==> src/rtl/core/hsp_pkg.sv <==
// ----------------------------------------------------------------------------
// hsp_pkg: shared types and constants of the SECDED packet checker
// Payload structs, status codes and the data bit to code position mapping.
// ----------------------------------------------------------------------------
package hsp_pkg;

    localparam int HSP_MAX_BYTES = 16;
    localparam int CNT_W         = 5;

    localparam logic REQ_ENCODE = 1'b0;
    localparam logic REQ_CHECK  = 1'b1;

    localparam logic [2:0] STATUS_OK           = 3'd0;
    localparam logic [2:0] STATUS_SINGLE       = 3'd1;
    localparam logic [2:0] STATUS_DOUBLE       = 3'd2;
    localparam logic [2:0] STATUS_DOUBLE_RANGE = 3'd3;
    localparam logic [2:0] STATUS_CHECK_BIT    = 3'd4;

    // 2^i - 1 for the check bit positions
    localparam logic [7:0] POW_M1 [8] = '{8'd0, 8'd1, 8'd3, 8'd7,
                                          8'd15, 8'd31, 8'd63, 8'd127};

    typedef struct packed {
        logic        req_type;
        logic [7:0]  data_byte;
        logic        last_byte;
        logic [15:0] received_fcs;
    } hsp_in_t;

    typedef struct packed {
        logic [7:0]  out_byte;
        logic        last_out;
        logic [15:0] computed_fcs;
        logic [2:0]  status;
        logic [7:0]  error_bit_index;
    } hsp_out_t;

    typedef struct packed {
        logic [15:0]      fcs;
        logic [2:0]       status;
        logic [7:0]       idx;
        logic             flip_en;
        logic [CNT_W-1:0] flip_byte;
        logic [7:0]       flip_mask;
        logic [CNT_W-1:0] cnt;
    } hsp_verdict_t;

    // Code position of one-based data bit k: k plus the number of check
    // positions that lie below it.
    function automatic logic [7:0] data_pos(input logic [7:0] k);
        logic [3:0] t;
        t = '0;
        for (int i = 0; i < 8; i++)
        begin
            if ({1'b0, k} + 9'(i) > {1'b0, POW_M1[i]})
            begin
                t = t + 4'd1;
            end
        end
        return k + {4'b0000, t};
    endfunction

endpackage

==> src/rtl/core/hsp_if.sv <==
// ----------------------------------------------------------------------------
// hsp_if: valid/ready channels of the SECDED packet checker
// One channel for packet bytes in, one for result transactions out.
// ----------------------------------------------------------------------------
interface hsp_in_if;
    logic             valid;
    logic             ready;
    hsp_pkg::hsp_in_t data;

    modport source (output valid, output data, input ready);
    modport sink   (input valid, input data, output ready);
endinterface

interface hsp_out_if;
    logic              valid;
    logic              ready;
    hsp_pkg::hsp_out_t data;

    modport source (output valid, output data, input ready);
    modport sink   (input valid, input data, output ready);
endinterface

==> src/rtl/core/hsp_byte_mem.sv <==
// ----------------------------------------------------------------------------
// hsp_byte_mem: packet byte buffer
// Single write port, single read port, read data registered.
// ----------------------------------------------------------------------------
module hsp_byte_mem #(
    parameter int DEPTH  = 16,
    parameter int ADDR_W = (DEPTH > 1) ? $clog2(DEPTH) : 1
) (
    input  logic              clk,
    input  logic              wr_en,
    input  logic [ADDR_W-1:0] wr_addr,
    input  logic [7:0]        wr_data,
    input  logic              rd_en,
    input  logic [ADDR_W-1:0] rd_addr,
    output logic [7:0]        rd_data
);

    logic [7:0] mem_reg [DEPTH];
    logic [7:0] rd_data_reg;

    always_ff @(posedge clk)
    begin
        if (wr_en)
        begin
            mem_reg[wr_addr] <= wr_data;
        end
        if (rd_en)
        begin
            rd_data_reg <= mem_reg[rd_addr];
        end
    end

    assign rd_data = rd_data_reg;

endmodule

==> src/rtl/core/hsp_accum.sv <==
// ----------------------------------------------------------------------------
// hsp_accum: per-byte check accumulation
// Counts stored bytes and folds the positions of set data bits into the
// running check word and data parity.
// ----------------------------------------------------------------------------
module hsp_accum #(
    parameter int MAX_BYTES = 16
) (
    input  logic                      clk,
    input  logic                      rst_n,
    input  logic                      take,
    input  logic [7:0]                data_byte,
    input  logic                      clear,
    output logic                      store_en,
    output logic [hsp_pkg::CNT_W-1:0] count,
    output logic [7:0]                accum,
    output logic                      parity
);
    import hsp_pkg::*;

    logic [CNT_W-1:0] count_reg, count_next;
    logic [7:0]       accum_reg, accum_next;
    logic             parity_reg, parity_next;
    logic [7:0]       pos_xor;
    logic [7:0]       k;

    assign store_en = (count_reg < CNT_W'(MAX_BYTES));

    always_comb
    begin
        pos_xor = '0;
        k       = '0;
        for (int j = 0; j < 8; j++)
        begin
            k = {count_reg, 3'b000} + 8'(j) + 8'd1;
            if (data_byte[7 - j])
            begin
                pos_xor = pos_xor ^ data_pos(k);
            end
        end
    end

    always_comb
    begin
        count_next  = count_reg;
        accum_next  = accum_reg;
        parity_next = parity_reg;
        if (clear)
        begin
            count_next  = '0;
            accum_next  = '0;
            parity_next = 1'b0;
        end
        else if (take && store_en)
        begin
            count_next  = count_reg + CNT_W'(1);
            accum_next  = accum_reg ^ pos_xor;
            parity_next = parity_reg ^ (^data_byte);
        end
    end

    always_ff @(posedge clk or negedge rst_n)
    begin
        if (!rst_n)
        begin
            count_reg  <= '0;
            accum_reg  <= '0;
            parity_reg <= 1'b0;
        end
        else
        begin
            count_reg  <= count_next;
            accum_reg  <= accum_next;
            parity_reg <= parity_next;
        end
    end

    assign count  = count_reg;
    assign accum  = accum_reg;
    assign parity = parity_reg;

endmodule

==> src/rtl/core/hsp_syndrome.sv <==
// ----------------------------------------------------------------------------
// hsp_syndrome: FCS build and error judgment
// First step builds the FCS from the accumulated check word, second step
// compares it with the received FCS and locates a single data-bit error.
// ----------------------------------------------------------------------------
module hsp_syndrome (
    input  logic                      clk,
    input  logic                      calc_en,
    input  logic                      judge_en,
    input  logic [hsp_pkg::CNT_W-1:0] count,
    input  logic [7:0]                accum,
    input  logic                      parity,
    input  logic [15:0]               received_fcs,
    output hsp_pkg::hsp_verdict_t     verdict
);
    import hsp_pkg::*;

    // first step
    logic [3:0]       r_reg, r_next;
    logic [7:0]       chk_reg, chk_next;
    logic [15:0]      fcs_reg, fcs_next;
    logic             dpar_reg;
    logic [CNT_W-1:0] cnt_reg;
    logic [7:0]       n_in;
    logic [7:0]       chk_mask;
    logic             par;

    always_comb
    begin
        n_in   = {count, 3'b000};
        r_next = 4'd8;
        for (int rr = 7; rr >= 1; rr--)
        begin
            if ((10'd1 << rr) >= {2'b00, n_in} + 10'(rr) + 10'd1)
            begin
                r_next = 4'(rr);
            end
        end
        chk_mask = 8'((9'd1 << r_next) - 9'd1);
        chk_next = accum & chk_mask;
        par      = parity ^ (^chk_next);
        fcs_next = '0;
        for (int i = 0; i < 8; i++)
        begin
            fcs_next[15 - i] = chk_next[i];
        end
        for (int i = 0; i < 9; i++)
        begin
            if (4'(i) == r_next)
            begin
                fcs_next[15 - i] = par;
            end
        end
    end

    always_ff @(posedge clk)
    begin
        if (calc_en)
        begin
            r_reg    <= r_next;
            chk_reg  <= chk_next;
            fcs_reg  <= fcs_next;
            dpar_reg <= par ^ (^chk_next) ^ 1'b0 ^ (^chk_next) ^ par ^ parity;
            cnt_reg  <= count;
        end
    end

    // second step
    logic [15:0]  mask16;
    logic [15:0]  diff;
    logic [7:0]   syn;
    logic [2:0]   lg;
    logic [7:0]   d;
    logic [7:0]   dm1;
    logic [7:0]   n;
    logic         npar;
    logic         rpar;
    hsp_verdict_t verdict_reg, verdict_next;

    always_comb
    begin
        mask16 = '0;
        for (int i = 0; i < 16; i++)
        begin
            mask16[15 - i] = (4'(i) <= r_reg);
        end
        diff = (fcs_reg ^ received_fcs) & mask16;
        syn  = '0;
        for (int i = 0; i < 8; i++)
        begin
            if (4'(i) < r_reg)
            begin
                syn[i] = diff[15 - i];
            end
        end
        lg = '0;
        for (int i = 0; i < 8; i++)
        begin
            if (syn[i])
            begin
                lg = 3'(i);
            end
        end
        d    = syn - {5'b00000, lg} - 8'd1;
        dm1  = d - 8'd1;
        n    = {cnt_reg, 3'b000};
        npar = dpar_reg ^ 1'b1 ^ (^(chk_reg ^ syn));
        rpar = received_fcs[4'd15 - r_reg];

        verdict_next           = '0;
        verdict_next.fcs       = fcs_reg;
        verdict_next.cnt       = cnt_reg;
        verdict_next.flip_byte = dm1[7:3];
        verdict_next.flip_mask = 8'h80 >> dm1[2:0];
        verdict_next.status    = STATUS_OK;
        if (diff != '0)
        begin
            if ((syn & (syn - 8'd1)) == 8'd0)
            begin
                verdict_next.status = STATUS_CHECK_BIT;
            end
            else
            begin
                verdict_next.idx = d;
                if (d > n)
                begin
                    verdict_next.status = STATUS_DOUBLE_RANGE;
                end
                else if (npar != rpar)
                begin
                    verdict_next.status = STATUS_DOUBLE;
                end
                else
                begin
                    verdict_next.status  = STATUS_SINGLE;
                    verdict_next.flip_en = 1'b1;
                end
            end
        end
    end

    always_ff @(posedge clk)
    begin
        if (judge_en)
        begin
            verdict_reg <= verdict_next;
        end
    end

    assign verdict = verdict_reg;

endmodule

==> src/rtl/core/hamming_secded_packet_check.sv <==
// ----------------------------------------------------------------------------
// hamming_secded_packet_check: SECDED check word build and repair per packet
// Buffers packet bytes, builds the FCS and corrects a single data-bit error.
// ----------------------------------------------------------------------------
// Usage:
//   byte_ch carries one packet byte per transaction, last_byte on the final
//   one; req_type and received_fcs are taken from that final transaction.
//   Bytes are accepted one per cycle; bytes beyond MAX_BYTES are dropped.
//   After the final byte the block builds the FCS (S_CALC), then the verdict
//   (S_JUDGE), with byte_ch.ready low until the packet's results are issued.
//   Encode: one result transaction, loaded in S_ENC after S_JUDGE.
//   Check: one result per buffered byte, each through a buffer read (S_READ),
//   then an output register load (S_LOAD).
//   A stalled result_ch holds the output register and the readout with it;
//   byte_ch reopens as soon as the final result sits in the output register.
//   Reset clears the byte count, check word, parity and all handshake state;
//   the byte buffer needs no clearing since only bytes of the current packet
//   are read.
// ----------------------------------------------------------------------------
module hamming_secded_packet_check #(
    parameter int MAX_BYTES = hsp_pkg::HSP_MAX_BYTES
) (
    input logic       clk,
    input logic       rst_n,
    hsp_in_if.sink    byte_ch,
    hsp_out_if.source result_ch
);
    import hsp_pkg::*;

    localparam int ADDR_W = (MAX_BYTES > 1) ? $clog2(MAX_BYTES) : 1;

    typedef enum logic [2:0] {
        S_IDLE,
        S_CALC,
        S_JUDGE,
        S_ENC,
        S_READ,
        S_LOAD
    } state_t;

    state_t           state_reg, state_next;
    logic             mode_reg, mode_next;
    logic [15:0]      rfcs_reg, rfcs_next;
    logic [CNT_W-1:0] emit_idx_reg, emit_idx_next;
    logic             out_valid_reg, out_valid_next;
    hsp_out_t         out_data_reg, out_data_next;

    logic             in_acc;
    logic             out_free;
    logic             store_en;
    logic [CNT_W-1:0] count;
    logic [7:0]       accum;
    logic             parity;
    logic [7:0]       rd_data;
    logic [7:0]       fix_mask;
    hsp_verdict_t     verdict;

    assign byte_ch.ready = (state_reg == S_IDLE);
    assign in_acc        = byte_ch.valid && byte_ch.ready;
    assign out_free      = !out_valid_reg || result_ch.ready;

    hsp_accum #(
        .MAX_BYTES (MAX_BYTES)
    ) u_accum (
        .clk       (clk),
        .rst_n     (rst_n),
        .take      (in_acc),
        .data_byte (byte_ch.data.data_byte),
        .clear     (state_reg == S_JUDGE),
        .store_en  (store_en),
        .count     (count),
        .accum     (accum),
        .parity    (parity)
    );

    hsp_byte_mem #(
        .DEPTH  (MAX_BYTES),
        .ADDR_W (ADDR_W)
    ) u_mem (
        .clk     (clk),
        .wr_en   (in_acc && store_en),
        .wr_addr (count[ADDR_W-1:0]),
        .wr_data (byte_ch.data.data_byte),
        .rd_en   (state_reg == S_READ),
        .rd_addr (emit_idx_reg[ADDR_W-1:0]),
        .rd_data (rd_data)
    );

    hsp_syndrome u_syndrome (
        .clk          (clk),
        .calc_en      (state_reg == S_CALC),
        .judge_en     (state_reg == S_JUDGE),
        .count        (count),
        .accum        (accum),
        .parity       (parity),
        .received_fcs (rfcs_reg),
        .verdict      (verdict)
    );

    // repair the one flagged byte on its way out
    assign fix_mask = (verdict.flip_en && (emit_idx_reg == verdict.flip_byte))
                      ? verdict.flip_mask : 8'h00;

    always_comb
    begin
        state_next     = state_reg;
        mode_next      = mode_reg;
        rfcs_next      = rfcs_reg;
        emit_idx_next  = emit_idx_reg;
        out_valid_next = out_valid_reg;
        out_data_next  = out_data_reg;

        if (out_valid_reg && result_ch.ready)
        begin
            out_valid_next = 1'b0;
        end

        case (state_reg)
            S_IDLE:
            begin
                if (in_acc)
                begin
                    mode_next = byte_ch.data.req_type;
                    rfcs_next = byte_ch.data.received_fcs;
                    if (byte_ch.data.last_byte)
                    begin
                        state_next = S_CALC;
                    end
                end
            end
            S_CALC:
            begin
                state_next = S_JUDGE;
            end
            S_JUDGE:
            begin
                emit_idx_next = '0;
                state_next    = (mode_reg == REQ_CHECK) ? S_READ : S_ENC;
            end
            S_ENC:
            begin
                if (out_free)
                begin
                    out_valid_next                = 1'b1;
                    out_data_next.out_byte        = 8'h00;
                    out_data_next.last_out        = 1'b1;
                    out_data_next.computed_fcs    = verdict.fcs;
                    out_data_next.status          = STATUS_OK;
                    out_data_next.error_bit_index = 8'h00;
                    state_next                    = S_IDLE;
                end
            end
            S_READ:
            begin
                state_next = S_LOAD;
            end
            S_LOAD:
            begin
                if (out_free)
                begin
                    out_valid_next                = 1'b1;
                    out_data_next.out_byte        = rd_data ^ fix_mask;
                    out_data_next.last_out        = (emit_idx_reg + CNT_W'(1) == verdict.cnt);
                    out_data_next.computed_fcs    = verdict.fcs;
                    out_data_next.status          = verdict.status;
                    out_data_next.error_bit_index = verdict.idx;
                    emit_idx_next                 = emit_idx_reg + CNT_W'(1);
                    if (emit_idx_reg + CNT_W'(1) == verdict.cnt)
                    begin
                        state_next = S_IDLE;
                    end
                    else
                    begin
                        state_next = S_READ;
                    end
                end
            end
            default:
            begin
                state_next = S_IDLE;
            end
        endcase
    end

    always_ff @(posedge clk or negedge rst_n)
    begin
        if (!rst_n)
        begin
            state_reg     <= S_IDLE;
            mode_reg      <= REQ_ENCODE;
            rfcs_reg      <= '0;
            emit_idx_reg  <= '0;
            out_valid_reg <= 1'b0;
            out_data_reg  <= '0;
        end
        else
        begin
            state_reg     <= state_next;
            mode_reg      <= mode_next;
            rfcs_reg      <= rfcs_next;
            emit_idx_reg  <= emit_idx_next;
            out_valid_reg <= out_valid_next;
            out_data_reg  <= out_data_next;
        end
    end

    assign result_ch.valid = out_valid_reg;
    assign result_ch.data  = out_data_reg;

endmodule
==> src/flat_wrapper.sv <==
// flat-port wrapper written by rule: the top's interface ports become plain ports
module hamming_secded_packet_check_flat import hsp_pkg::*;
#(
    parameter int MAX_BYTES = hsp_pkg::HSP_MAX_BYTES
)
  (clk, rst_n, byte_ch_valid, byte_ch_data, byte_ch_ready, result_ch_valid, result_ch_data, result_ch_ready);
  hsp_in_if byte_ch_i ();
  hsp_out_if result_ch_i ();
  input logic clk;
  input logic rst_n;
  input wire logic [$bits(byte_ch_i.valid)-1:0] byte_ch_valid;
  input wire logic [$bits(byte_ch_i.data)-1:0] byte_ch_data;
  output wire logic [$bits(byte_ch_i.ready)-1:0] byte_ch_ready;
  output wire logic [$bits(result_ch_i.valid)-1:0] result_ch_valid;
  output wire logic [$bits(result_ch_i.data)-1:0] result_ch_data;
  input wire logic [$bits(result_ch_i.ready)-1:0] result_ch_ready;
  assign byte_ch_i.valid = byte_ch_valid;
  assign byte_ch_i.data = byte_ch_data;
  assign byte_ch_ready = byte_ch_i.ready;
  assign result_ch_valid = result_ch_i.valid;
  assign result_ch_data = result_ch_i.data;
  assign result_ch_i.ready = result_ch_ready;
  hamming_secded_packet_check #(.MAX_BYTES(MAX_BYTES)) u_core (.clk(clk), .rst_n(rst_n), .byte_ch(byte_ch_i), .result_ch(result_ch_i));
endmodule
==> config.mk <==
export PLATFORM = sky130hd
export DESIGN_NAME = hamming_secded_packet_check_flat
export DESIGN_NICKNAME = d
export VERILOG_FILES = /design/src/rtl/core/hsp_pkg.sv /design/src/rtl/core/hsp_if.sv /design/src/rtl/core/hsp_byte_mem.sv /design/src/rtl/core/hsp_accum.sv /design/src/rtl/core/hsp_syndrome.sv /design/src/rtl/core/hamming_secded_packet_check.sv /design/src/flat_wrapper.sv
export SDC_FILE = /design/constraint.sdc
export NUM_CORES = 1
export LEC_CHECK = 0
export BUFFER_PORTS_ARGS = -buffer_cell sky130_fd_sc_hd__clkbuf_2
export CAP_MARGIN = 20
export CORE_MARGIN = 4
export CORE_UTILIZATION = 35
export CTS_BUF_LIST = sky130_fd_sc_hd__clkbuf_2
export CTS_CLUSTER_DIAMETER = 150
export CTS_CLUSTER_SIZE = 12
export DETAILED_ROUTE_END_ITERATION = 8
export GPL_TIMING_DRIVEN = 0
export SKIP_LAST_GASP = 1
export SYNTH_ARGS = -nofsm -noshare
export SYNTH_HDL_FRONTEND = slang
export SYNTH_SLANG_ARGS = --single-unit
==> constraint.sdc <==
create_clock -name clk -period 7.8 [get_ports clk]
set_input_delay 1.56 -clock clk [delete_from_list [all_inputs] [get_ports clk]]
set_output_delay 1.56 -clock clk [all_outputs]
set_load 0.02 [all_outputs]
==> impl_results.md, run 1 <==
- Outcome: completed
- Overflow after GRT: 0
- Max-cap viol count: 0
- RSZ-0062 raised after global routing: no
- Post-route cell area: 16,900 µm²
- Post-synth top flop: edfxtp_1
- R2R Path Start: u_core.u_accum.count[1]
- H-tree lvl count: 1
- I/O pin count: 68
- Commonest non-fill, non-tap cell in the layout: edfxtp_1
- Largest net degree at the start of global routing: 64
- Clock-pin slew on the worst setup and hold paths: 0.24 ns
- Root buffer cell: clkbuf_2
- Distinct cells, synth: 92
- Fin util: 0.390
- PnR worst setup slack: 0.599 ns
- Post-CTS setup buffers: 0
- # clock sinks: 271
- Via count: 10,700
- RePlAce Congestion: 0.895
- Setup tns final: 0 ns
- Startpoint Class: flop
- Routed Wire Length: 38.1 mm
- DR iter-0 viols: 858
- Delay of the slowest cell on the worst path: 0.57 ns
- Clock Tree Buf Depth: 3
- Vias per cell: 5.22
- DRC: 0
- Reg-to-reg endpoint: u_core.u_accum.accum[7]
- Async SR Flop Fraction: 0.255
- Die Height: 218 µm
- R2R depth: 28
- Hold Path End: u_core.u_syndrome.verdict[4]
- Per-cell routed wire length: 18.6 µm
- Core area: 43,300 µm²
- Final hold vios: 0
- Cell area after synthesis: 15,400 µm²
- Synth area leaders: edfxtp_1, dfrtp_1, mux4_2
- CP Class: reg2reg
- Synthesis-stage register bit count: 271
- Setup violations, final: 0
- Hold path cells: 0
- First-pass GRT wire length: 59.4 mm
- Final HPWL DP: 28.2 mm
- Setup slack, reg-to-reg: 0.60 ns
- Leakage power: 6.42 nW
- CP required: 8.62 ns
- Max Slew Vio Count: 0
- Vias in the first global route: 10,500
- Worst ir drop on vdd: 0.281 mV
- Post-CTS Hold Buffers: 0
- DIE WIDTH: 218 µm
- Routed Antenna Nets: 0
- Post-Syn Area per Cell: 11.5 µm²
- Hold Path Origin: u_core.u_syndrome.cnt_reg[4]
- Pre-CTS setup slack: -0.316 ns
- Worst-Skew Late Latency: 0.88 ns
- Overall routing resource usage: 0.158
- Dpl cell area: 16,600 µm²
- Initial antenna violation count: 1
- Synth Instances: 1,342
- CTS tree: built
- Slowest CP cell: dfrtp_2
- Die area: 47,500 µm²
- Worst min-delay path class: reg2reg
- Tcrit/Tclk final: 0.923
- Cts bufs inserted: 26
- Crit-path most repeated cell: ha_1
- Cell Rows: 76
- Most frequent cells in the layout: edfxtp_1, nand2_1, clkbuf_2, nor2_1, xnor2_1
- IO buf count: 60
- Slew margin rel.: 0.256
- Final nets: 1,535
- Syn. warnings: 0
- Endpoint class of the critical path: flop
- Initial Utilization: 0.356
- Fmax achieved: 139 MHz
- Critical-path maximum fanout: 19
- Yosys top cell by area: edfxtp_1
- Slew at the pin closest to its max-slew limit: 1.11 ns
- Post-synth EDFFs: 202
- P per Cell Area: 477 nW/µm²
- Synth-to-layout area growth: 9.40%
- Final Skew: 0.0539 ns
- Worst endpoint data arrival time: 8.02 ns
- Layout cells sized above 1: 0.157
- Drt pass-1 iters: 5
- Sequential-to-total area share from yosys stat: 0.506
- Post-synth top area share: 0.394
- Max reg flops: 128
- Fin crit period: 7.20 ns
[per-layer routing]
layer | GRT usage | share of wire | routed length, µm | vias to the layer above
met1 | 0.218 | 0.45 | 17200 | 5258
li1 | - | - | - | 5086
met2 | 0.264 | 0.48 | 18200 | 289
met5 | 0 | 0 | 0 | -
met3 | 0.0162 | 0.046 | 1740 | 59
met4 | 0.0493 | 0.027 | 1020 | 0
[area by class of cell]
cell class / instances / area [µm²]
timing repair buffer: 70 / 409
clock buffer: 46 / 230
tap: 585 / 732
buffer: 79 / 349
clock inverter: 2 / 37.5
antenna: 1 / 2.50
multi-input combinational: 944 / 7110
fill: 4167 / 26400
inverter: 52 / 195
sequential: 271 / 7800
[cell families (layout without fill, tap and decap cells)]
| logic type | after synthesis | in the layout | synth area share |
|---|---|---|---|
| AND/OR/NAND/NOR | 430 | 430 | 0.133 |
| flip-flops | 271 | 271 | 0.506 |
| adder cells (fa/ha/maj) | 61 | 61 | 0.0515 |
| other | 1 | 8 | 0.000243 |
| AO/OA/AOI/OAI | 247 | 247 | 0.110 |
| multiplexers | 70 | 70 | 0.0838 |
| XOR/XNOR | 129 | 129 | 0.0800 |
| buffers and inverters | 133 | 249 | 0.0356 |
[synth_stat cells (9+ instances only)]
library cell  number
edfxtp_1         202
nand2_1          165
nor2_1            92
xnor2_1           81
o21ai_0           71
dfrtp_1           69
ha_1              57
clkbuf_1          56
inv_1             51
a21oi_1           47
mux4_2            45
xor2_1            41
nor3_1            31
nand3_1           27
nand2b_1          21
and2_1            16
nor2b_1           16
a22o_1            14
mux2_2            12
mux2i_1           12
or3_1             11
and3_1             9
buf_1              9
buf_4              9
[power by group]
group | internal (W) | switching (W) | total (W)
Sequential | 0.00204 | 0.000204 | 0.00225
Combinational | 0.00212 | 0.00304 | 0.00517
Clock | 0.000184 | 0.000441 | 0.000625
[stage by stage]
stage                     hold slack [ns]  instances  total power (W)
after detailed placement            0.448       2003          0.00740
after global placement              0.437       1993          0.00728
after floorplan                     0.426       1348          0.00607
after CTS                           0.392       2051          0.00805
final                               0.468       2050          0.00804
after global routing                0.408       2050          0.00867
[worst max path at each step]
stage / startpoint / to / slack (ns)
2_1_floorplan: u_core.u_accum.count[1] / u_core.u_accum.accum[6] / 1.70
3_3_place_gp: u_core.u_accum.count[1] / u_core.u_accum.accum[7] / -0.29
3_5_place_dp: u_core.u_accum.count[1] / u_core.u_accum.accum[7] / -0.32
4_1_cts: u_core.u_accum.count[1] / u_core.u_accum.accum[7] / 0.14
5_1_grt: u_core.u_accum.count[1] / u_core.u_accum.accum[7] / 0.06
6_report: u_core.u_accum.count[1] / u_core.u_accum.accum[7] / 0.60
[timing repair]
item | in CTS | in global routing
setup endpoints to repair | 3 | 4
resized for setup | 2 | 4
hold endpoints to repair | 0 | 0
[critical path: cells and delay by family (launching register included)]
family / cells / cell delay (ns)
adder cells (fa/ha/maj): 6 / 1.82
AND/OR/NAND/NOR: 8 / 1.33
AO/OA/AOI/OAI: 7 / 1.31
buffers and inverters: 3 / 0.86
XOR/XNOR: 2 / 0.84
flip-flops: 1 / 0.57
multiplexers: 2 / 0.40
No activity file was read; power rests on OpenSTA's default activity.
==> run 2: changes to the inputs <==
==> constraint.sdc (replaced) <==
create_clock -name clk -period 7.8 [get_ports clk]
set_input_delay 0.78 -clock clk [delete_from_list [all_inputs] [get_ports clk]]
set_output_delay 0.78 -clock clk [all_outputs]
set_load 0.02 [all_outputs]
==> run 2 against run 1 <==
  * First-iteration DRC count is 3.8% lower
  * Clock skew about the same
  * Sequential share of layout area down 0.27 points
  * Core utilization grew 0.23 points
  * Total power is essentially flat
  * Combinational power hardly changed
  * Cell count increased by 0.49%
  * Highest routed layer unchanged
==> impl_results.md, run 2 (synthesis results as in run 1) <==
- Final HPWL DP: 28.2 mm (unchanged)
- # clock sinks: 271 (unchanged)
- Worst endpoint data arrival time: 8.04 ns (+0.02 ns)
- Final nets: 1,545 (+0.65%)
- Leakage power: 6.46 nW (+0.65%)
- CTS tree: built
- Die area: 47,500 µm² (unchanged)
- Worst ir drop on vdd: 0.284 mV (+1.3%)
- Synth-to-layout area growth: 10.0%
- Startpoint Class: flop
- Fin util: 0.392 (+0.00231)
- H-tree lvl count: 1 (unchanged)
- Via count: 10,800 (+0.64%)
- Routed Wire Length: 38.2 mm (+0.25%)
- Placed cells: 2,003 (unchanged)
- Vias per cell: 5.22 (+0.15%)
- Commonest non-fill, non-tap cell in the layout: edfxtp_1
- CP required: 8.62 ns (about the same)
- Setup tns final: 0 ns (unchanged)
- Final hold vios: 0 (unchanged)
- Pre-CTS setup slack: -0.316 ns (unchanged)
- Vias in the first global route: 10,600 (+0.35%)
- Drt pass-1 iters: 5 (unchanged)
- Post-Layout Cell Count: 2,060 (+0.49%)
- Final Skew: 0.0543 ns (+0.000329 ns)
- Fmax achieved: 138 MHz (-0.38%)
- DIE WIDTH: 218 µm (unchanged)
- Max Slew Vio Count: 0 (unchanged)
- Routed Antenna Nets: 0 (unchanged)
- Core area: 43,300 µm² (unchanged)
- Cts bufs inserted: 26 (unchanged)
- Die Height: 218 µm (unchanged)
- Tcrit/Tclk final: 0.927 (+0.00356)
- Clock Tree Buf Depth: 3 (unchanged)
- Worst-Skew Late Latency: 0.88 ns (about the same)
- Overall routing resource usage: 0.158 (+0.000268)
- # fillers: 4,157 (-0.24%)
- Initial Utilization: 0.356 (unchanged)
- Fin crit period: 7.23 ns (+0.0278 ns)
- First-pass GRT wire length: 59.5 mm (+0.18%)
- PnR worst setup slack: 0.572 ns (-0.0278 ns)
- Max reg flops: 128 (unchanged)
- Max-cap viol count: 0 (unchanged)
- P per Cell Area: 474 nW/µm² (-0.56%)
- Crit-path most repeated cell: ha_1
- Slowest CP cell: dfrtp_2
- I/O pin count: 68 (unchanged)
- Most frequent cells in the layout: edfxtp_1, nand2_1, clkbuf_2, nor2_1, xnor2_1
- CP Class: reg2reg
- Root buffer cell: clkbuf_2
- Outcome: completed
- Endpoint class of the critical path: flop
- DRC: 0 (unchanged)
- Slew margin rel.: 0.265 (+0.00842)
- Per-cell routed wire length: 18.6 µm (-0.23%)
- Initial antenna violation count: 1 (unchanged)
- DR iter-0 viols: 825 (-3.8%)
- Layout cells sized above 1: 0.156 (-0.00107)
- Setup violations, final: 0 (unchanged)
- RePlAce Congestion: 0.895 (unchanged)
- CP delay by family, top: adder cells
- Tot Pwr: 0.00804 W (about the same)
- Post-CTS setup buffers: 0 (unchanged)
- Delay of the slowest cell on the worst path: 0.57 ns (about the same)
- Worst min-delay path class: in2reg
- IO buf count: 60 (unchanged)
- Cell Rows: 76 (unchanged)
- Clock-pin slew on the worst setup and hold paths: 0.22 ns (-0.02 ns)
- CP Buf/Inv Count: 3 (unchanged)
- Slew at the pin closest to its max-slew limit: 1.09 ns (-0.0125 ns)
- RSZ-0062 raised after global routing: no
- Critical-path maximum fanout: 19 (unchanged)
- Overflow after GRT: 0 (unchanged)
- Largest net degree at the start of global routing: 64 (unchanged)
run 2: cell types whose count changed in the layout (fill, tap and decap cells not counted), sizes merged:
cell / delta
dlygate4sd3: +10
run 2: layout make-up:
class,instances,area [µm²],share of cell area
Clock inverter,2,37.5,0.00221
Antenna cell,1,2.50,0.000148
Inverter,52,195,0.0115
Buffer,79,349,0.0206
Multi-Input combinational cell,944,7110,0.419
Clock buffer,46,230,0.0136
Tap cell,585,732,0.0432
Sequential cell,271,7800,0.460
Timing Repair Buffer,80,509,0.0300
run 2: final timing paths:
path | start | to | slack, ns | cells after the start
worst max register to register | u_core.u_accum.count[1] | u_core.u_accum.accum[7] | 0.57 | 28
max in group asynchronous | rst_n | u_core.u_accum.count[1] | 6.99 | 3
worst min register to register | u_core.u_syndrome.cnt_reg[4] | u_core.u_syndrome.verdict[4] | 0.47 | 0
worst min-delay path | byte_ch_data[6] | u_core.rfcs_reg[6] | 0.10 | 3
min in group asynchronous | rst_n | u_core.result_ch.data[33] | 0.27 | 2
worst max-delay path | u_core.u_accum.count[1] | u_core.u_accum.accum[7] | 0.57 | 28
run 2: repair_timing:
action,in CTS,in global routing
hold buffers,10,0
hold endpoints to repair,78,0
endpoints found under the setup margin,3,4
resized for setup,2,4
pin swaps,0,0
run 2: through the flow:
stage          cell area (µm²)  hold WS [ns]
5_1_grt                  17000        0.0266
6_report                 17000         0.100
3_3_place_gp             16500         0.437
4_1_cts                  17000      0.000660
2_1_floorplan            15400         0.426
3_5_place_dp             16600         0.448
run 2: layer usage:
| layer | routed length (µm) | vias up | track usage |
|---|---|---|---|
| met1 | 17300 | 5280 | 0.217 |
| met2 | 18100 | 304 | 0.264 |
| met5 | 0 | - | 0 |
| li1 | - | 5112 | - |
| met3 | 1740 | 64 | 0.0162 |
| met4 | 1090 | 0 | 0.0512 |
run 2: report_power, final:
group	leakage (nW)	switching [W]	internal (W)	total, W
combinational	3.51	0.00304	0.00212	0.00517
sequential	2.74	0.000205	0.00204	0.00225
clock	0.205	0.000441	0.000184	0.000625
total	6.46	0.00369	0.00435	0.00804
run 2: tightest hold or removal path, delay by kind of cell:
family | cells | cell delay [ns]
buffers and inverters | 1 | 0.08
AND/OR/NAND/NOR | 2 | 0.09
